<file path="src/rtl/gbfr_pkg.sv">
// Shared types and constants for the binary GNSS frame receiver.
package gbfr_pkg;

  localparam int BYTE_W = 8;
  localparam int LEN_W  = 16;
  localparam int CFG_IDX_W = 2;

  typedef logic [BYTE_W-1:0]    byte_t;
  typedef logic [LEN_W-1:0]     len_t;
  typedef logic [CFG_IDX_W-1:0] cfg_idx_t;

  localparam cfg_idx_t CFG_MAX_FRAME_BYTES = 2'd0;
  localparam cfg_idx_t CFG_SYNC_FIRST      = 2'd1;
  localparam cfg_idx_t CFG_SYNC_SECOND     = 2'd2;

  localparam byte_t MAX_FRAME_BYTES_RST = 8'd128;
  localparam byte_t SYNC_FIRST_RST      = 8'hB5;
  localparam byte_t SYNC_SECOND_RST     = 8'h62;

endpackage

</file>
<file path="src/rtl/gnss_binary_frame_receiver_core.sv">
// Byte-serial binary GNSS frame receiver with 8-bit Fletcher checksum check.
//
//  channel | direction | handshake             | payload
//  --------+-----------+-----------------------+----------------------------------
//  in      | in        | in_valid / in_stall   | rx_byte
//  out     | out       | out_valid / out_stall | byte_taken .. frame_size
//  cfg     | in        | cfg_valid / cfg_ready | cfg_index, cfg_data
//
// One word per cycle while in_stall is low: each byte passes through the state update
// into the output register, which holds one result per input word.
// in_stall is raised only while the output register is full and out_stall is high.
// cfg_ready is always high; rst is synchronous and restores register defaults
// and the sync hunt.
module gnss_binary_frame_receiver_core (
  input  logic                clk,
  input  logic                rst,
  input  logic                in_valid,
  output logic                in_stall,
  input  gbfr_pkg::byte_t     rx_byte,
  output logic                out_valid,
  input  logic                out_stall,
  output logic                byte_taken,
  output gbfr_pkg::byte_t     stored_byte,
  output gbfr_pkg::byte_t     byte_position,
  output logic                overflow_restart,
  output logic                frame_done,
  output logic                checksum_ok,
  output gbfr_pkg::byte_t     frame_class,
  output gbfr_pkg::byte_t     msg_ident,
  output gbfr_pkg::len_t      payload_length,
  output gbfr_pkg::byte_t     frame_size,
  input  logic                cfg_valid,
  output logic                cfg_ready,
  input  gbfr_pkg::cfg_idx_t  cfg_index,
  input  gbfr_pkg::byte_t     cfg_data
);
  import gbfr_pkg::*;

  typedef enum logic [2:0] {
    ST_SYNC1   = 3'd0,
    ST_SYNC2   = 3'd1,
    ST_CLASS   = 3'd2,
    ST_IDENT   = 3'd3,
    ST_LENGTH  = 3'd4,
    ST_PAYLOAD = 3'd5,
    ST_CHECK   = 3'd6
  } rx_state_t;

  byte_t max_frame_bytes, sync_first, sync_second;

  rx_state_t state, state_next;
  byte_t     write_index, write_index_next;
  logic      len_hi, len_hi_next;
  len_t      payload_remaining, payload_remaining_next;
  logic      ck_hi, ck_hi_next;
  byte_t     sum_a, sum_a_next, sum_b, sum_b_next;
  byte_t     held_class, held_class_next, held_ident, held_ident_next;
  len_t      held_length, held_length_next;
  byte_t     first_check_byte, first_check_byte_next;

  logic  taken, overflow, done, ok;
  byte_t pos, acc_a;
  rx_state_t cur;

  logic accept;

  assign cfg_ready = 1'b1;
  assign in_stall  = out_valid & out_stall;
  assign accept    = in_valid & ~in_stall;

  always_comb begin
    cur = state;
    overflow = 1'b0;
    taken = 1'b0;
    done = 1'b0;
    ok = 1'b0;
    pos = '0;
    state_next = state;
    write_index_next = write_index;
    len_hi_next = len_hi;
    payload_remaining_next = payload_remaining;
    ck_hi_next = ck_hi;
    held_class_next = held_class;
    held_ident_next = held_ident;
    held_length_next = held_length;
    first_check_byte_next = first_check_byte;
    acc_a = sum_a + rx_byte;
    sum_a_next = sum_a;
    sum_b_next = sum_b;

    if (write_index == max_frame_bytes) begin
      overflow = (state != ST_SYNC1);
      cur = ST_SYNC1;
    end

    unique case (cur)
      ST_SYNC2: begin
        if (rx_byte == sync_second) begin
          taken = 1'b1;
          state_next = ST_CLASS;
        end else begin
          state_next = ST_SYNC1;
        end
      end
      ST_CLASS: begin
        taken = 1'b1;
        held_class_next = rx_byte;
        sum_a_next = acc_a;
        sum_b_next = sum_b + acc_a;
        state_next = ST_IDENT;
      end
      ST_IDENT: begin
        taken = 1'b1;
        held_ident_next = rx_byte;
        sum_a_next = acc_a;
        sum_b_next = sum_b + acc_a;
        state_next = ST_LENGTH;
      end
      ST_LENGTH: begin
        taken = 1'b1;
        sum_a_next = acc_a;
        sum_b_next = sum_b + acc_a;
        if (!len_hi) begin
          held_length_next = {held_length[LEN_W-1:BYTE_W], rx_byte};
          len_hi_next = 1'b1;
        end else begin
          held_length_next = {rx_byte, held_length[BYTE_W-1:0]};
          payload_remaining_next = {rx_byte, held_length[BYTE_W-1:0]};
          state_next = ({rx_byte, held_length[BYTE_W-1:0]} == '0) ? ST_CHECK
                                                                  : ST_PAYLOAD;
        end
      end
      ST_PAYLOAD: begin
        taken = 1'b1;
        sum_a_next = acc_a;
        sum_b_next = sum_b + acc_a;
        payload_remaining_next = payload_remaining - 1'b1;
        if (payload_remaining == len_t'(1)) state_next = ST_CHECK;
      end
      ST_CHECK: begin
        taken = 1'b1;
        if (!ck_hi) begin
          first_check_byte_next = rx_byte;
          ck_hi_next = 1'b1;
        end else begin
          done = 1'b1;
          ok = (first_check_byte == sum_a) && (rx_byte == sum_b);
          state_next = ST_SYNC1;
        end
      end
      default: begin
        // first sync hunt; unused codes land here as well
        write_index_next = '0;
        state_next = ST_SYNC1;
        if (rx_byte == sync_first) begin
          taken = 1'b1;
          len_hi_next = 1'b0;
          payload_remaining_next = '0;
          ck_hi_next = 1'b0;
          sum_a_next = '0;
          sum_b_next = '0;
          held_length_next = '0;
          state_next = ST_SYNC2;
        end
      end
    endcase

    if (taken) begin
      pos = (cur == ST_SYNC1) ? '0 : write_index;
      write_index_next = pos + 1'b1;
    end
  end

  always_ff @(posedge clk) begin
    if (rst) begin
      max_frame_bytes <= MAX_FRAME_BYTES_RST;
      sync_first <= SYNC_FIRST_RST;
      sync_second <= SYNC_SECOND_RST;
      state <= ST_SYNC1;
      write_index <= '0;
      len_hi <= 1'b0;
      payload_remaining <= '0;
      ck_hi <= 1'b0;
      sum_a <= '0;
      sum_b <= '0;
      held_class <= '0;
      held_ident <= '0;
      held_length <= '0;
      first_check_byte <= '0;
      out_valid <= 1'b0;
    end else begin
      if (cfg_valid && cfg_ready) begin
        unique case (cfg_index)
          CFG_MAX_FRAME_BYTES: max_frame_bytes <= cfg_data;
          CFG_SYNC_FIRST:      sync_first <= cfg_data;
          CFG_SYNC_SECOND:     sync_second <= cfg_data;
          default: ;
        endcase
      end
      if (accept) begin
        state <= state_next;
        write_index <= write_index_next;
        len_hi <= len_hi_next;
        payload_remaining <= payload_remaining_next;
        ck_hi <= ck_hi_next;
        sum_a <= sum_a_next;
        sum_b <= sum_b_next;
        held_class <= held_class_next;
        held_ident <= held_ident_next;
        held_length <= held_length_next;
        first_check_byte <= first_check_byte_next;
        out_valid <= 1'b1;
      end else if (!out_stall) begin
        out_valid <= 1'b0;
      end
    end
  end

  always_ff @(posedge clk) begin
    if (accept) begin
      byte_taken <= taken;
      stored_byte <= taken ? rx_byte : '0;
      byte_position <= pos;
      overflow_restart <= overflow;
      frame_done <= done;
      checksum_ok <= ok;
      frame_class <= done ? held_class : '0;
      msg_ident <= done ? held_ident : '0;
      payload_length <= done ? held_length : '0;
      frame_size <= done ? write_index_next : '0;
    end
  end

endmodule

</file>
<file path="config.mk">
export PLATFORM = sky130hd
export DESIGN_NAME = gnss_binary_frame_receiver_core
export DESIGN_NICKNAME = d
export VERILOG_FILES = /design/src/rtl/gbfr_pkg.sv /design/src/rtl/gnss_binary_frame_receiver_core.sv
export SDC_FILE = /design/constraint.sdc
export NUM_CORES = 1
export LEC_CHECK = 0
export ABC_AREA = 0
export BUFFER_PORTS_ARGS = -buffer_cell sky130_fd_sc_hd__clkbuf_2
export CAP_MARGIN = 25
export CORE_ASPECT_RATIO = 0.6
export CORE_MARGIN = 2
export CORE_UTILIZATION = 40
export DETAILED_ROUTE_END_ITERATION = 10
export SYNTH_ARGS = -nofsm -noshare
export SYNTH_HDL_FRONTEND = slang
export SYNTH_SLANG_ARGS = --single-unit
</file>
<file path="constraint.sdc">
create_clock -name clk -period 3.9 [get_ports clk]
set_input_delay 0.195 -clock clk [delete_from_list [all_inputs] [get_ports clk]]
set_output_delay 0.195 -clock clk [all_outputs]
set_load 0.01 [all_outputs]
</file>
==> impl_metrics.py <==
metrics = {
    "critical_path": {
        "worst-endpoint-arrival_ns": 3.73,
        "r2r_cells": 12,
        "regToRegStartpoint": "sum_a[0]",
        "crit_path_max_fanout": 4,
        "r2r_setup_slack_ns": 0.54,
        "critical_path.reg2reg.endpoint": "sum_b[7]",
        "worst_setup_path_start_kind": "flop",
        "end_kind": "flop",
        "cp-endpoint": "sum_b[7]",
        "worst-endpoint-required_ns": 4.27,
        "worstSetupStartpoint": "sum_a[0]",
        "category_of_the_critical_setup_timing_path": "flop to flop",
    },
    "pwr": {
        "power_leakage_uw": 0.00386,
        "pwr_density_cell_mw_per_mm2": 396,
        "totalPowerFinal_uw": 3800,
        "vdd_ir_drop_max_uv": 314,
    },
    "global_route": {
        "grt.overflow.total": 0,
        "maximum_number_of_pins_on_one_net_before_global_route_repair": 58,
        "initial_antenna_violation_count": 0,
        "number_of_global_route_vias_before_repair": 5988,
        "gr-usage-all-layers_pct": 20.8,
        "first_pass_grt_wire_length_um": 35000,
    },
    "synthesis": {
        "cell_taking_the_most_area_after_synthesis": "dfxtp_1",
        "ys_async_sr_fraction_pct": 0,
        "synth.yosys.seq_area_share_pct": 47.7,
        "syn_avg_cell_area_sq_um": 10.1,
        "warnings_synthesis": 0,
        "yosys_register_bits": 170,
        "synth.cell_area_sq_mm": 0.00839,
        "synthDistinctLibCells": 78,
        "synth-edff-count": 60,
        "synth_cells": 829,
        "portion_of_synthesized_cell_area_occupied_by_the_leading_cell_type_pct": 26.2,
        "area_contributors_post_synth": "dfxtp_1 (26%), edfxtp_1 (21%), mux2i_1 (5.0%), and2_1 (3.6%), nor2_1 (3.6%)",
        "synth.net_count": 871,
        "synthFlopType": "dfxtp_1",
    },
    "floorplanning": {
        "core-area_sq_mm": 0.0203,
        "die_area_sq_mm": 0.0222,
        "start_util_pct": 41.4,
        "boundaryPins": 86,
        "row_count": 40,
        "die_y_um": 116,
        "die_width_um": 191,
    },
    "drt": {
        "route.detailed.drc": 0,
        "drt_first_iter_violations": 555,
        "dr_total_vias": 6627,
        "detail_route.wirelength_um": 22500,
        "detail_route.first_pass.iterations": 6,
        "vias_per_cell": 5.59,
        "wl_per_cell_um": 18.9,
        "final_antenna_net_count": 0,
    },
    "clock_tree": {
        "cts_inserted_buffers": 17,
        "cts_tree": "done",
        "clkLatencyLatePin_ns": 0.43,
        "post_cts.resized_instances": 0,
        "clock-root-buffer": "clkbuf_16",
        "clkSlewWorstSetupHoldPaths_ns": 0.07,
        "clk_path_buf_depth": 2,
        "cts_htree_levels": 4,
        "clock_sink_count": 170,
    },
    "layout": {
        "regs_by_ff_count": "held_length (16), payload_length (16), payload_remaining (16)",
        "fill_cells": 1952,
        "design.final.nets": 941,
        "ff_latch_area_sq_mm": 0.00400,
        "flow.area_growth_from_synthesis_pct": 14.3,
        "drive_gt1_share_pct": 18.9,
        "multi_input_area_sq_mm": 0.00400,
        "non_filler_cells_in_the_finished_layout": 1186,
    },
    "placed_design": {
        "place_inst": 1152,
        "place_congestion": 0.856,
        "buffer_ports.inserted": 84,
        "detailedPlacementHpwl_um": 15200,
    },
    "sta": {
        "clock.fmax_mhz": 298,
        "fin_worst_skew_ns": 0.00948,
        "slew-limit-headroom_pct": 33.8,
        "setup_viol": 0,
        "finalHoldWorstSlack_ns": 0.0387,
        "tightest_slew_ns": 0.987,
        "timing.final.crit_period_ns": 3.36,
        "layout_worst_path_cycle_share_pct": 86.2,
        "setup_tns_ns": 0,
        "hold_viol": 0,
        "grt_setup_unrepaired": "false",
        "final-max-slew-violation-count": 0,
    },
    "job": {
        "max_cap_violations": 0,
    },
    "worst_hold_path": {
        "worst_hold_path_type": "primary input to flop",
    },
    "status": {
        "outcome": "complete, no violations",
    },
}
[report_power, final]
group	switching, uW	leakage (uW)	total, uW	internal (uW)
sequential	18.3	0.00149	1890	1870
clock	748	0.000276	1640	895
combinational	183	0.00209	269	86.8
[logic make-up after synthesis]
family | after synthesis | synth area share, %
compound gates | 180 | 16.0
xor+xnor | 58 | 6.05
fa+ha+maj | 19 | 3.01
buf+inv | 77 | 4.79
flops | 170 | 47.7
mux | 42 | 5.01
other cells | 1 | 0.0447
simple gates | 282 | 17.3
[cell type report]
class / count / share of cell area, %
tap: 273 / 3.56
timing repair buffer: 107 / 6.21
multi-input combinational: 582 / 41.7
inverter: 21 / 0.822
clock inverter: 11 / 0.900
antenna: 1 / 0.0261
sequential: 170 / 41.8
clock buffer: 21 / 5.02
[metrics by stage]
| step | setup WS (ns) | area, sq um | util [%] |
|---|---|---|---|
| finish | 0.539 | 9590 | 47.3 |
| global route | 0.285 | 9590 | 47.3 |
| CTS | 0.554 | 9590 | 47.3 |
| detailed placement | 0.596 | 9010 | 44.4 |
| global placement | 0.701 | 9010 | 44.4 |
| floorplan | 0.314 | 8390 | - |
[cell usage after synthesis (16+ instances only)]
library cell and n:
a21oi_1 36, a22oi_1 22, and2_1 48, buf_2 18, clkbuf_1 16, dfxtp_1 110
edfxtp_1 60, ha_1 17, inv_1 20, mux2i_1 42, nand2_1 51, nand3_1 21
nor2_1 80, nor4_1 16, o21ai_0 16, xnor2_1 31, xor2_1 27
[layer usage]
layer | track usage, % | part of all wire, %
met4 | 5.99 | 1.3
met1 | 33.0 | 52
met5 | 0 | 0
met3 | 4.33 | 7.5
met2 | 27.8 | 39
[what timing repair did]
item | CTS | global route
setup buffers | 0 | 0
hold buffers | 1 | 0
setup endpoints to repair | 0 | 0
hold endpoints to repair | 1 | 0
[placed cells by master, fill, tap and decap left out, types with 8 or more instances in the layout]
master,count
a21oi_1,36
a22o_1,14
a22oi_1,22
and2_1,48
and3_1,8
buf_4,22
clkbuf_16,18
clkbuf_2,84
dfxtp_1,110
edfxtp_1,60
ha_1,17
inv_1,20
mux2i_1,42
nand2_1,51
nand3_1,21
nor2_1,80
nor3_1,13
nor4_1,15
o21ai_0,16
xnor2_1,31
xor2_1,27
[worst min path at each step]
stage | endpoint | start | depth (start not counted)
2_1_floorplan | sync_first[0] | cfg_data[0] | 2
3_3_place_gp | out_valid | in_valid | 2
3_5_place_dp | out_valid | in_valid | 2
4_1_cts | sync_first[5] | cfg_data[5] | 3
5_1_grt | sync_second[5] | cfg_data[5] | 3
6_report | sync_first[6] | cfg_data[6] | 3
[worst max-delay path, stage by stage (launching register included)]
cell      delay [ns]
dfxtp_1         0.33
ha_1            0.21
fa_1            0.41
a21o_1          0.17
a21oi_1         0.24
o21bai_1        0.12
a21oi_1         0.27
xnor2_1         0.11
ha_1            0.22
o41ai_1         0.62
nand2_1         0.10
or4_1           0.41
nand4_1         0.09
(Power assumes the default switching activity.)
